<file path="config.mk">
export PLATFORM = sky130hd
export DESIGN_NAME = uart_command_frame_parser
export DESIGN_NICKNAME = d
export VERILOG_FILES = /design/src/rtl/core/ufp_pkg.sv /design/src/rtl/core/uart_command_frame_parser.sv
export SDC_FILE = /design/constraint.sdc
export NUM_CORES = 1
export LEC_CHECK = 0
export BUFFER_PORTS_ARGS = -buffer_cell sky130_fd_sc_hd__clkbuf_2
export CORE_MARGIN = 4
export CORE_UTILIZATION = 30
export DETAILED_ROUTE_END_ITERATION = 7
export MAX_ROUTING_LAYER = met4
export PLACE_DENSITY_LB_ADDON = 0.25
export SLEW_MARGIN = 20
export SYNTH_ARGS = -nofsm -noshare
export SYNTH_HDL_FRONTEND = slang
export SYNTH_SLANG_ARGS = --single-unit
</file>
<file path="constraint.sdc">
create_clock -name clk -period 6.25 [get_ports clk]
set_input_delay 0.3125 -clock clk [delete_from_list [all_inputs] [get_ports clk]]
set_output_delay 0.3125 -clock clk [all_outputs]
set_load 0.01 [all_outputs]
</file>
<file path="src/rtl/core/ufp_pkg.sv">
// ----------------------------------------------------------------------------
// ufp_pkg
// Shared types and constants for the UART command frame parser: framing
// characters, keyword table and command codes.
// ----------------------------------------------------------------------------
package ufp_pkg;

  localparam int COMMAND_MAX_DEF = 32;
  localparam int MAX_DATA_DEF    = 64;

  localparam logic [7:0] CH_SEP = 8'h21;  // '!'
  localparam logic [7:0] CH_END = 8'h25;  // '%'

  localparam int NUM_KEYS   = 5;
  localparam int KW_MAX_LEN = 10;

  typedef logic [2:0] cmd_code_t;

  localparam cmd_code_t CODE_ERR    = 3'd0;
  localparam cmd_code_t CODE_COLOR  = 3'd1;
  localparam cmd_code_t CODE_RANDOM = 3'd2;
  localparam cmd_code_t CODE_SOLVE  = 3'd3;
  localparam cmd_code_t CODE_CUBE   = 3'd4;
  localparam cmd_code_t CODE_CHANGE = 3'd5;

  // Keyword k maps to command code k + 1, tested in ascending order.
  localparam cmd_code_t KW_CODE [NUM_KEYS] = '{
    CODE_COLOR, CODE_RANDOM, CODE_SOLVE, CODE_CUBE, CODE_CHANGE
  };

  localparam logic [5:0] KW_LEN [NUM_KEYS] = '{6'd10, 6'd6, 6'd5, 6'd9, 6'd6};

  localparam logic [7:0] KW_TEXT [NUM_KEYS][KW_MAX_LEN] = '{
    '{"r", "e", "a", "d", "_", "c", "o", "l", "o", "r"},
    '{"r", "a", "n", "d", "o", "m", 8'h00, 8'h00, 8'h00, 8'h00},
    '{"s", "o", "l", "v", "e", 8'h00, 8'h00, 8'h00, 8'h00, 8'h00},
    '{"s", "e", "n", "d", "_", "c", "u", "b", "e", 8'h00},
    '{"c", "h", "a", "n", "g", "e", 8'h00, 8'h00, 8'h00, 8'h00}
  };

endpackage

</file>
<file path="src/rtl/core/uart_command_frame_parser.sv">
// ----------------------------------------------------------------------------
// uart_command_frame_parser
// Parses a byte stream into frames: skips the start byte, matches the command
// against five keywords, emits payload bytes with their index and one end
// result with the command code at the terminator.
// ----------------------------------------------------------------------------
//  channel | direction | handshake           | payload
//  --------+-----------+---------------------+---------------------------------
//  in_     | input     | in_valid / in_ready | in_rx_byte
//  out_    | output    | out_valid/out_ready | out_frame_end, out_data_byte,
//          |           |                     | out_data_index, out_command_code,
//          |           |                     | out_overflow
//
//  One byte per cycle sustained while out_ready holds; a result passes
//  through the input register, then parse logic into the output register.
//  Synchronous active-low reset clears the frame state and both valid flags.
//  A stalled output holds the parse stage; the input register still takes a
//  byte while the parse stage is empty or advancing.
// ----------------------------------------------------------------------------
module uart_command_frame_parser #(
  parameter int COMMAND_MAX = ufp_pkg::COMMAND_MAX_DEF,
  parameter int MAX_DATA    = ufp_pkg::MAX_DATA_DEF
) (
  input  logic              clk,
  input  logic              rst_n,
  input  logic              in_valid,
  output logic              in_ready,
  input  logic [7:0]        in_rx_byte,
  output logic              out_valid,
  input  logic              out_ready,
  output logic              out_frame_end,
  output logic [7:0]        out_data_byte,
  output logic [5:0]        out_data_index,
  output ufp_pkg::cmd_code_t out_command_code,
  output logic              out_overflow
);
  import ufp_pkg::*;

  localparam logic [1:0] PH_START = 2'd0;
  localparam logic [1:0] PH_CMD   = 2'd1;
  localparam logic [1:0] PH_DATA  = 2'd2;

  localparam logic [5:0] CmdMaxC  = 6'(COMMAND_MAX);
  localparam logic [6:0] MaxDataC = 7'(MAX_DATA);

  // input register
  logic       s1_valid_r, s1_valid_nxt;
  logic [7:0] s1_byte_r;

  // frame state
  logic [1:0]          phase_r, phase_nxt;
  logic [5:0]          cmd_pos_r, cmd_pos_nxt;
  logic [NUM_KEYS-1:0] match_r, match_nxt;
  logic [6:0]          data_cnt_r, data_cnt_nxt;
  logic                ovf_r, ovf_nxt;

  // output register
  logic       out_valid_r, out_valid_nxt;
  logic       frame_end_r, frame_end_nxt;
  logic [7:0] data_byte_r, data_byte_nxt;
  logic [5:0] data_index_r, data_index_nxt;
  cmd_code_t  code_r, code_nxt;
  logic       ovf_out_r, ovf_out_nxt;

  logic      s2_adv;
  logic      s2_fire;
  logic      in_xfer;
  cmd_code_t code_dec;

  assign s2_adv   = !out_valid_r || out_ready;
  assign s2_fire  = s1_valid_r && s2_adv;
  assign in_ready = !s1_valid_r || s2_adv;
  assign in_xfer  = in_valid && in_ready;

  assign s1_valid_nxt = in_xfer ? 1'b1 : (s2_fire ? 1'b0 : s1_valid_r);

  // first still-matching keyword of sufficient length wins
  always_comb begin
    code_dec = CODE_ERR;
    for (int k = NUM_KEYS - 1; k >= 0; k--) begin
      if (match_r[k] && (cmd_pos_r >= KW_LEN[k])) begin
        code_dec = KW_CODE[k];
      end
    end
  end

  always_comb begin
    phase_nxt      = phase_r;
    cmd_pos_nxt    = cmd_pos_r;
    match_nxt      = match_r;
    data_cnt_nxt   = data_cnt_r;
    ovf_nxt        = ovf_r;
    out_valid_nxt  = out_valid_r && !out_ready;
    frame_end_nxt  = frame_end_r;
    data_byte_nxt  = data_byte_r;
    data_index_nxt = data_index_r;
    code_nxt       = code_r;
    ovf_out_nxt    = ovf_out_r;

    if (s2_fire) begin
      unique case (phase_r)
        PH_CMD: begin
          if (s1_byte_r == CH_SEP) begin
            phase_nxt = PH_DATA;
          end else if (cmd_pos_r >= CmdMaxC) begin
            ovf_nxt = 1'b1;
          end else begin
            for (int k = 0; k < NUM_KEYS; k++) begin
              if ((cmd_pos_r < KW_LEN[k]) &&
                  (KW_TEXT[k][cmd_pos_r[3:0]] != s1_byte_r)) begin
                match_nxt[k] = 1'b0;
              end
            end
            cmd_pos_nxt = cmd_pos_r + 6'd1;
          end
        end
        PH_DATA: begin
          if (s1_byte_r == CH_SEP) begin
            // drop separator inside payload
          end else if (s1_byte_r == CH_END) begin
            out_valid_nxt  = 1'b1;
            frame_end_nxt  = 1'b1;
            data_byte_nxt  = 8'd0;
            data_index_nxt = 6'd0;
            code_nxt       = code_dec;
            ovf_out_nxt    = ovf_r;
            phase_nxt      = PH_START;
          end else if (data_cnt_r >= MaxDataC) begin
            ovf_nxt = 1'b1;
          end else begin
            out_valid_nxt  = 1'b1;
            frame_end_nxt  = 1'b0;
            data_byte_nxt  = s1_byte_r;
            data_index_nxt = data_cnt_r[5:0];
            code_nxt       = CODE_ERR;
            ovf_out_nxt    = ovf_r;
            data_cnt_nxt   = data_cnt_r + 7'd1;
          end
        end
        default: begin
          // start byte: skip it and open a new frame
          phase_nxt    = PH_CMD;
          cmd_pos_nxt  = 6'd0;
          match_nxt    = '1;
          data_cnt_nxt = 7'd0;
          ovf_nxt      = 1'b0;
        end
      endcase
    end
  end

  always_ff @(posedge clk) begin
    if (!rst_n) begin
      s1_valid_r  <= 1'b0;
      out_valid_r <= 1'b0;
      phase_r     <= PH_START;
      cmd_pos_r   <= 6'd0;
      match_r     <= '1;
      data_cnt_r  <= 7'd0;
      ovf_r       <= 1'b0;
    end else begin
      s1_valid_r  <= s1_valid_nxt;
      out_valid_r <= out_valid_nxt;
      phase_r     <= phase_nxt;
      cmd_pos_r   <= cmd_pos_nxt;
      match_r     <= match_nxt;
      data_cnt_r  <= data_cnt_nxt;
      ovf_r       <= ovf_nxt;
    end
  end

  always_ff @(posedge clk) begin
    if (in_xfer) begin
      s1_byte_r <= in_rx_byte;
    end
    frame_end_r  <= frame_end_nxt;
    data_byte_r  <= data_byte_nxt;
    data_index_r <= data_index_nxt;
    code_r       <= code_nxt;
    ovf_out_r    <= ovf_out_nxt;
  end

  assign out_valid        = out_valid_r;
  assign out_frame_end    = frame_end_r;
  assign out_data_byte    = data_byte_r;
  assign out_data_index   = data_index_r;
  assign out_command_code = code_r;
  assign out_overflow     = ovf_out_r;

endmodule
</file>
# Word level (Yosys, flattened, before mapping)
# Memories as Yosys holds them, arrays and structs flattened.
# Cells that the tools add are included.
# totals
regBits	50
rom_bits	640
in_bits	12
output_inout_bits	21
wordCells	146
memories	5
# op_classes
n_addsub	2
magnitude_cmp	11
eq_ne	24
n_mux	54
n_bitwise	4
reduce_logical	29
# mem_list
memory	depth	word_bits	read_ports	rd_ports_with_merged_regs	write_ports	line_no	source
(no name shown)	16	8	1	0	0	uart_command_frame_parser.sv:110	(KW_TEXT[k][cmd_pos_r[3:0]] != s1_byte_r)) begin
(no name shown)	16	8	1	0	0	uart_command_frame_parser.sv:110	
(no name shown)	16	8	1	0	0	uart_command_frame_parser.sv:110	
(no name shown)	16	8	1	0	0	uart_command_frame_parser.sv:110	
(no name shown)	16	8	1	0	0	uart_command_frame_parser.sv:110	
# op_table
op	n
8-bit two-way mux	11
8-bit != test	5
2-bit != test (second input constant)	15
5-bit AND reduction	6
3-bit two-way mux	7
7-bit two-way mux	3
1-bit two-way mux	20
6-bit two-way mux	3
8-bit by 6-bit == test with 1-bit output (second input constant)	2
7-bit case mux with 2 select lines	1
1-bit logical AND	13
6-bit by 3-bit >= comparator with 1-bit output (second input constant)	2
6-bit by 4-bit >= comparator with 1-bit output (second input constant)	2
6-bit by 3-bit less-than comparator with 1-bit output (second input constant)	2
6-bit by 4-bit less-than comparator with 1-bit output (second input constant)	2
6-bit case mux with 2 select lines	1
4-bit AND reduction	3
5-bit two-way mux	2
5-bit case mux with 2 select lines	1
7-bit by 1-bit adder with 7-bit output (second input constant)	1
7-bit >= comparator (second input constant)	1
6-bit by 1-bit adder with 6-bit output (second input constant)	1
6-bit >= comparator (second input constant)	1
2-bit two-way mux	3
11 further kinds	16

# Logic depth before layout (Yosys ltp)
# Gate-level depths: netlist of run 1.
# logic_depth
depth_word	10
ltp_mapped	9
depth_no_buf	7

# Worst setup path after synthesis of run 1
# OpenSTA, ideal clock, no wires.
# synth_path
path_type	reg-to-reg
from	register s1_byte_r[1]
to	register code_r[0], in the netlist out_command_code[0], enable pin
setup_time_ns	0.403
t_arrival_ns	2.294
required_time_ns	5.847
path_slack_ns	3.553
path_stages_with_launch	6
path_buffers	2
period_less_slack_ns	2.697
cell_sequence	edfxtp_1 -> buf_6 -> nor4_1 -> nand3_1 -> clkbuf_1 -> a21oi_1
# synth_between
elab_chain_len	3
elab_cells_between_ends	5
cone_classes	eq/ne (3); bitwise (1); reduce/logical (1)
# synth_rtl
item	line_no	source
start: declaration	uart_command_frame_parser.sv:48	logic [7:0] s1_byte_r;
start signal: assignment	uart_command_frame_parser.sv:174	s1_byte_r <= in_rx_byte;
8-bit by 6-bit == test with 1-bit output, on equally long branches	uart_command_frame_parser.sv:120, uart_command_frame_parser.sv:118	
2-bit != test (no source line) or 1-bit NOT (tied branches)	n/a	
4-bit AND reduction (no source line) (*)	n/a	
end signal: assignment	uart_command_frame_parser.sv:179	code_r <= code_nxt;
end: declaration	uart_command_frame_parser.sv:62	cmd_code_t code_r, code_nxt;
# Every way passes the cells marked *; elsewhere a longest branch is shown, timed or not.
# A chain may end at the register's enable or synchronous reset.

# Worst setup path in the final report of run 1
# layout_path
from	register cmd_pos_r[2]
to	register match_r[1]
# layout_between
elab_chain_len	8
elab_cells_between_ends	11
cone_classes	order compare (2); eq/ne (3); mux (2); bitwise (1); reduce/logical (2); memory (1)
# layout_rtl
item	line_no	source
start: declaration	uart_command_frame_parser.sv:52	logic [5:0] cmd_pos_r, cmd_pos_nxt;
start signal: assignment	uart_command_frame_parser.sv:165	cmd_pos_r <= cmd_pos_nxt;
4-bit NOT with 5-bit output (implied by the code)	uart_command_frame_parser.sv:110	
memory read 16 x 8 bit	n/a	
8-bit two-way mux (implied by the code) (2 in series)	uart_command_frame_parser.sv:110	
8-bit != test	uart_command_frame_parser.sv:110	
1-bit logical AND	uart_command_frame_parser.sv:109	if ((cmd_pos_r < KW_LEN[k]) &&
2-bit != test (no source line)	n/a	
5-bit AND reduction (no source line) (*)	n/a	
end signal: assignment	uart_command_frame_parser.sv:166	match_r <= match_nxt;
end: declaration	uart_command_frame_parser.sv:53	logic [NUM_KEYS-1:0] match_r, match_nxt;
# Every way passes the cells marked *; elsewhere a longest branch is shown, timed or not. The select of a mux whose other input is x is not followed.

==> flow_summary.ini, run 1 <==
[drt]
drtAntennaViolNets = 0
drt-wirelength-per-cell_um = 14.7
dr.pass1.iters = 5
viasPerCell = 4.91
totalWireLength_mm = 7.08
drc = 0
dr.first_iter.drc_count = 167
vias = 2364

[setup_path]
startpoint = cmd_pos_r[2]
cpPeakStageDelay_ns = 0.96
timing.rr.start = cmd_pos_r[2]
reg2regPathDepth = 7
required_ns = 6.49
crit_fanout = 31
path_delay_family = flip-flops
crit_chain = inv_1 > ha_1 > xnor2_1 > or4b_2 > o311ai_0 > nand4_1 > o21ai_0
cp-start-kind = flop
cp_slowest_cell = dfxtp_1
cp-end-kind = flop
cp.depth = 7
cp-endpoint = match_r[1]
timing.rr.end = match_r[1]
path_buf_inv = 1
regToRegSetupSlack_ns = 3.30
crit_type = flop to flop
cp_data_arrival_time_ns = 3.19

[logic_synthesis]
synth-main-ff-cell = edfxtp_1
synth_area_per_cell_um2 = 9.36
syn_inst = 333
synth_seq_cells = 50
synth_warnings = 0
synth.area.top_cells = edfxtp_1 (26%), dfxtp_1 (15%), ha_1 (5.6%)
synth.distinct_cells = 57
syn-num-nets = 359
yosysSeqAreaShare = 0.408
synth_area_mm2 = 0.00312
synth_top_cell_area_share = 0.260
async_reset_ff_frac = 0
yosysTopAreaCell = edfxtp_1
synth_edf_count = 27

[floorplan]
io_pins = 33
initial_core_util = 0.313
die_x_um = 110
rows = 36
fp.coreArea_mm2 = 0.00995
fp.dieArea_mm2 = 0.0121
fp.dieH_um = 110

[cells_and_area]
final_cells = 481
area_delta_synth_final_pct = 11.1
fillers = 1034
multi_input_area_mm2 = 0.00169
seq_area_mm2 = 0.00127
diodes = 0
layout.nets = 373
drive_above_1_share = 0.161

[placed_design]
placed_cells = 473
portBuffers = 32
hpwl_mm = 5.18
gp_congestion = 0.862

[power]
p_leak_nw = 1.28
p_per_area_mw_per_mm2 = 196
vdd_drop_max_mv = 0.0946

[sta]
final.period_utilization = 0.472
clock_skew_ns = 0.0123
fin_crit_ns = 2.95
hold_viol = 0
setup_viol = 0
rsz0062_at_grt = no
tightest_slew_ns = 0.959
slew_violations = 0
finalSetupTns_ns = 0
fmax_mhz = 339
slew_headroom = 0.360

[grt]
grt_pass1_vias = 2334
grt_usage = 0.126
grt_pass1_wl_mm = 11.8
grt_max_degree = 36
antenna_found_initial = 0
overflow = 0

[cts]
cts_buffers = 5
path_clk_slew_ns = 0.10
clkSinkCount = 50
cts-hold-fix-buffers = 0
htree_levels = 2
cts_resized = 0
cts_tree = yes
clock_latency_ns = 0.31
clockBufferDepth = 2
cts_setup_buffers = 0
cts_root_buf = clkbuf_8

[run]
cap_violations = 0

[run_status]
status = finished clean

[worst_hold_path]
holdCritPathClass = input pin to flop
==> worst min-delay path by stage <==
stage,start,end,slack (ns),depth (start not counted)
6_report,in_rx_byte[1],s1_byte_r[1],0.18,1
5_1_grt,in_rx_byte[3],s1_byte_r[3],0.17,1
4_1_cts,in_rx_byte[1],s1_byte_r[1],0.17,1
3_5_place_dp,ovf_r,out_overflow,0.42,0
3_3_place_gp,ovf_r,out_overflow,0.42,0
2_1_floorplan,ovf_r,out_overflow,0.41,0
==> registers in the layout (all words and copies together) (netlist names) <==
register,flops
out_data_byte,8
s1_byte_r,8
data_cnt_r,7
cmd_pos_r,6
out_data_index,6
match_r,5
out_command_code,3
phase_r,2
out_frame_end,1
out_overflow,1
out_valid,1
ovf_r,1
s1_valid_r,1
==> cells in the mapped netlist (9+ instances only) <==
cell type and n:
nand2_1 20, edfxtp_1 27, inv_1 13, o21ai_0 13, clkbuf_1 13, xnor2_1 18
buf_2 11, nor2_1 19, a211oi_1 9, nand3_1 9, dfxtp_1 23, xor2_1 10
and2_1 11, nor2b_1 10, ha_1 14, a21oi_1 17, nand2b_1 13
==> per-layer routing <==
layer / part of all wire / vias up / track usage
met2: 0.43 / 55 / 0.187
met3: 0.046 / 8 / 0.0182
met4: 0.012 / 0 / 0.0285
met5: 0 / - / -
met1: 0.51 / 1088 / 0.180
li1: - / 1213 / -
==> worst reg2reg max path, stage by stage (launching register included) <==
cell,delay [ns]
dfxtp_1,0.96
inv_1,0.32
ha_1,0.42
xnor2_1,0.14
or4b_2,0.64
o311ai_0,0.12
nand4_1,0.14
o21ai_0,0.16
==> cells in the final DEF (no fill, tap or decap), types with 14 or more instances in the layout <==
cell | Yosys | final
nor2_1 | 19 | 19
edfxtp_1 | 27 | 27
clkbuf_2 | 0 | 32
a21oi_1 | 17 | 16
xnor2_1 | 18 | 18
ha_1 | 14 | 14
dfxtp_1 | 23 | 23
nand2_1 | 20 | 20
==> area by class of cell <==
cell class | count | share of cell area
inverters | 13 | 0.0141
well taps | 133 | 0.0480
clock buffers | 5 | 0.0199
flip-flops and latches | 50 | 0.367
repair buffers | 34 | 0.0506
clock inverters | 3 | 0.0137
multi-input cells | 243 | 0.487
==> through the flow <==
stage	power (mW)	utilization	setup slack [ns]	area [um^2]	hold WS, ns
detailed placement	0.449	0.336	3.17	3340	0.423
global route	0.707	0.348	2.98	3460	0.168
CTS	0.684	0.347	3.18	3460	0.170
floorplan	0.432	-	3.55	3120	0.408
finish	0.678	0.348	3.30	3460	0.179
global placement	0.449	0.336	3.32	3340	0.421
==> where the power goes <==
group | switching, mW | leakage (nW) | internal (mW) | total, mW
Sequential | 0.0205 | 0.450 | 0.354 | 0.374
Combinational | 0.0356 | 0.766 | 0.0323 | 0.0679
Clock | 0.115 | 0.0587 | 0.121 | 0.236
Total | 0.171 | 1.28 | 0.507 | 0.678
==> kinds of logic (layout without fill, tap and decap cells) <==
group                    after synthesis  in the layout  share of synthesized area
buffers and inverters                 40             55                     0.0550
AO/OA/AOI/OAI                         72             72                      0.162
multiplexers                           7              7                     0.0225
adder cells (fa/ha/maj)               14             14                     0.0562
flip-flops                            50             50                      0.408
AND/OR/NAND/NOR                      122            122                      0.218
XOR/XNOR                              28             28                     0.0787
No activity file was read; power rests on OpenSTA's default activity.
==> run 2, diff against run 1 <==
clock period = 2.4 ns   (was 6.25 ns; I/O delays follow)
==> flow_summary.ini, run 2 (same netlist as run 1, synthesis figures left out) <==
[run_status]
status = finished clean

[floorplan]
die_x_um = 110
fp.coreArea_mm2 = 0.00995
fp.dieH_um = 110
rows = 36
initial_core_util = 0.313
io_pins = 33
fp.dieArea_mm2 = 0.0121

[cts]
cts_buffers = 5
clockBufferDepth = 2
cts_setup_buffers = 0
path_clk_slew_ns = 0.10
cts_tree = yes
htree_levels = 2
cts_root_buf = clkbuf_8
clock_latency_ns = 0.31
clkSinkCount = 50

[power]
vdd_drop_max_mv = 0.338
p_per_area_mw_per_mm2 = 463
p_leak_nw = 1.38
combPwrFrac = 0.141
p_clk_frac = 0.302
p_seq_frac = 0.556
p_int_mw = 1.24
power.total_mw = 1.70
switching_share = 0.270
p_sw_mw = 0.458

[worst_hold_path]
holdCritPathClass = input pin to flop

[placed_design]
gp_congestion = 0.887
hpwl_mm = 5.43
placed_cells = 490
pre_cts_ws_ns = 0.307
portBuffers = 32

[cells_and_area]
fillers = 1025
mostFrequentLayoutCell = clkbuf_2
drive_above_1_share = 0.196
final_cells = 506
area_delta_synth_final_pct = 17.6
layout.nets = 398
final_cell_mix = clkbuf_2 (32), edfxtp_1 (27), dfxtp_1 (23)
diodes = 0

[drt]
dr.first_iter.drc_count = 145
drc = 0
vias = 2508
totalWireLength_mm = 7.49
viasPerCell = 4.96
dr.pass1.iters = 4
drt-wirelength-per-cell_um = 14.8
drtAntennaViolNets = 0

[sta]
slew_headroom = 0.603
tightest_slew_ns = 0.590
clock_skew_ns = 0.00632
finalSetupTns_ns = 0
timing.final.ws_setup_ns = 0.244
final.period_utilization = 0.899
fin_crit_ns = 2.16
hold_viol = 0
fmax_mhz = 464
slew_violations = 0
setup_viol = 0
rsz0062_at_grt = no

[run]
cap_violations = 0

[grt]
grt_pass1_vias = 2447
overflow = 0
grt_usage = 0.133
antenna_found_initial = 0
grt_max_degree = 31
grt_pass1_wl_mm = 12.4

[setup_path]
reg2regPathDepth = 7
startpoint = cmd_pos_r[1]
regToRegSetupSlack_ns = 0.24
cp_data_arrival_time_ns = 2.39
cp-endpoint = match_r[1]
cp-end-kind = flop
crit_fanout = 8
crit_type = flop to flop
timing.rr.end = match_r[1]
timing.rr.start = cmd_pos_r[1]
cp-start-kind = flop
required_ns = 2.64
## run 2: cell count changes in the layout (fill, tap and decap cells not counted)
cell	change
clkinvlp_4	+1
buf_12	+2
buf_4	+15
a21oi_2	+1
bufinv_16	-1
a21oi_4	-1
dlygate4sd3_1	+8
## run 2: area by class of cell
type                            count  area, um^2  area share
Timing Repair Buffer               59         408       0.111
Inverter                           13        48.8      0.0133
Sequential cell                    50        1270       0.347
Clock buffer                        5        68.8      0.0188
Tap cell                          133         166      0.0454
Multi-Input combinational cell    243        1680       0.458
Clock inverter                      3        25.0     0.00682
## run 2: how the worst min path moves through the flow
stage                     cells after the start           from            to
after floorplan                               0  in_rx_byte[0]  s1_byte_r[0]
after global placement                        1  in_rx_byte[7]  s1_byte_r[7]
after detailed placement                      1  in_rx_byte[3]  s1_byte_r[3]
after CTS                                     3       in_valid    s1_valid_r
after global routing                          3       in_valid    s1_valid_r
final                                         3       in_valid    s1_valid_r
## run 2: power by group through the flow
stage / logic [mW] / clock network (mW) / registers [mW]
6_report: 0.240 / 0.513 / 0.945
5_1_grt: 0.268 / 0.569 / 0.949
4_1_cts: 0.240 / 0.533 / 0.945
3_5_place_dp: 0.229 / 0 / 0.965
3_3_place_gp: 0.228 / 0 / 0.963
2_1_floorplan: 0.171 / 0 / 0.953
## run 2: critical path, cell delays in order (launching register included)
cell	delay [ns]
dfxtp_1	0.39
inv_1	0.17
ha_1	0.30
nand2b_1	0.18
or4b_2	0.63
o311ai_0	0.10
nand4_1	0.14
o21ai_0	0.16
## run 2: per-stage QoR
stage / cell area, um^2 / util / hold WS [ns]
final: 3670 / 0.368 / 0.0539
after global routing: 3670 / 0.368 / 0.0783
after CTS: 3670 / 0.368 / 0.0561
after detailed placement: 3490 / 0.351 / 0.299
after global placement: 3490 / 0.351 / 0.299
after floorplan: 3120 / - / 0.219
## run 2: per-layer routing
| layer | vias up | GRT usage | part of all wire |
|---|---|---|---|
| li1 | 1258 | - | - |
| met1 | 1168 | 0.186 | 0.49 |
| met2 | 74 | 0.202 | 0.44 |
| met3 | 8 | 0.0223 | 0.051 |
| met4 | 0 | 0.0303 | 0.015 |
| met5 | - | - | 0 |
## run 2: timing repair
action                                  in CTS  in global routing
endpoints found under the setup margin       0                  0
resized for setup                            0                  0
hold buffers                                 8                  0
hold endpoints to repair                     8                  0
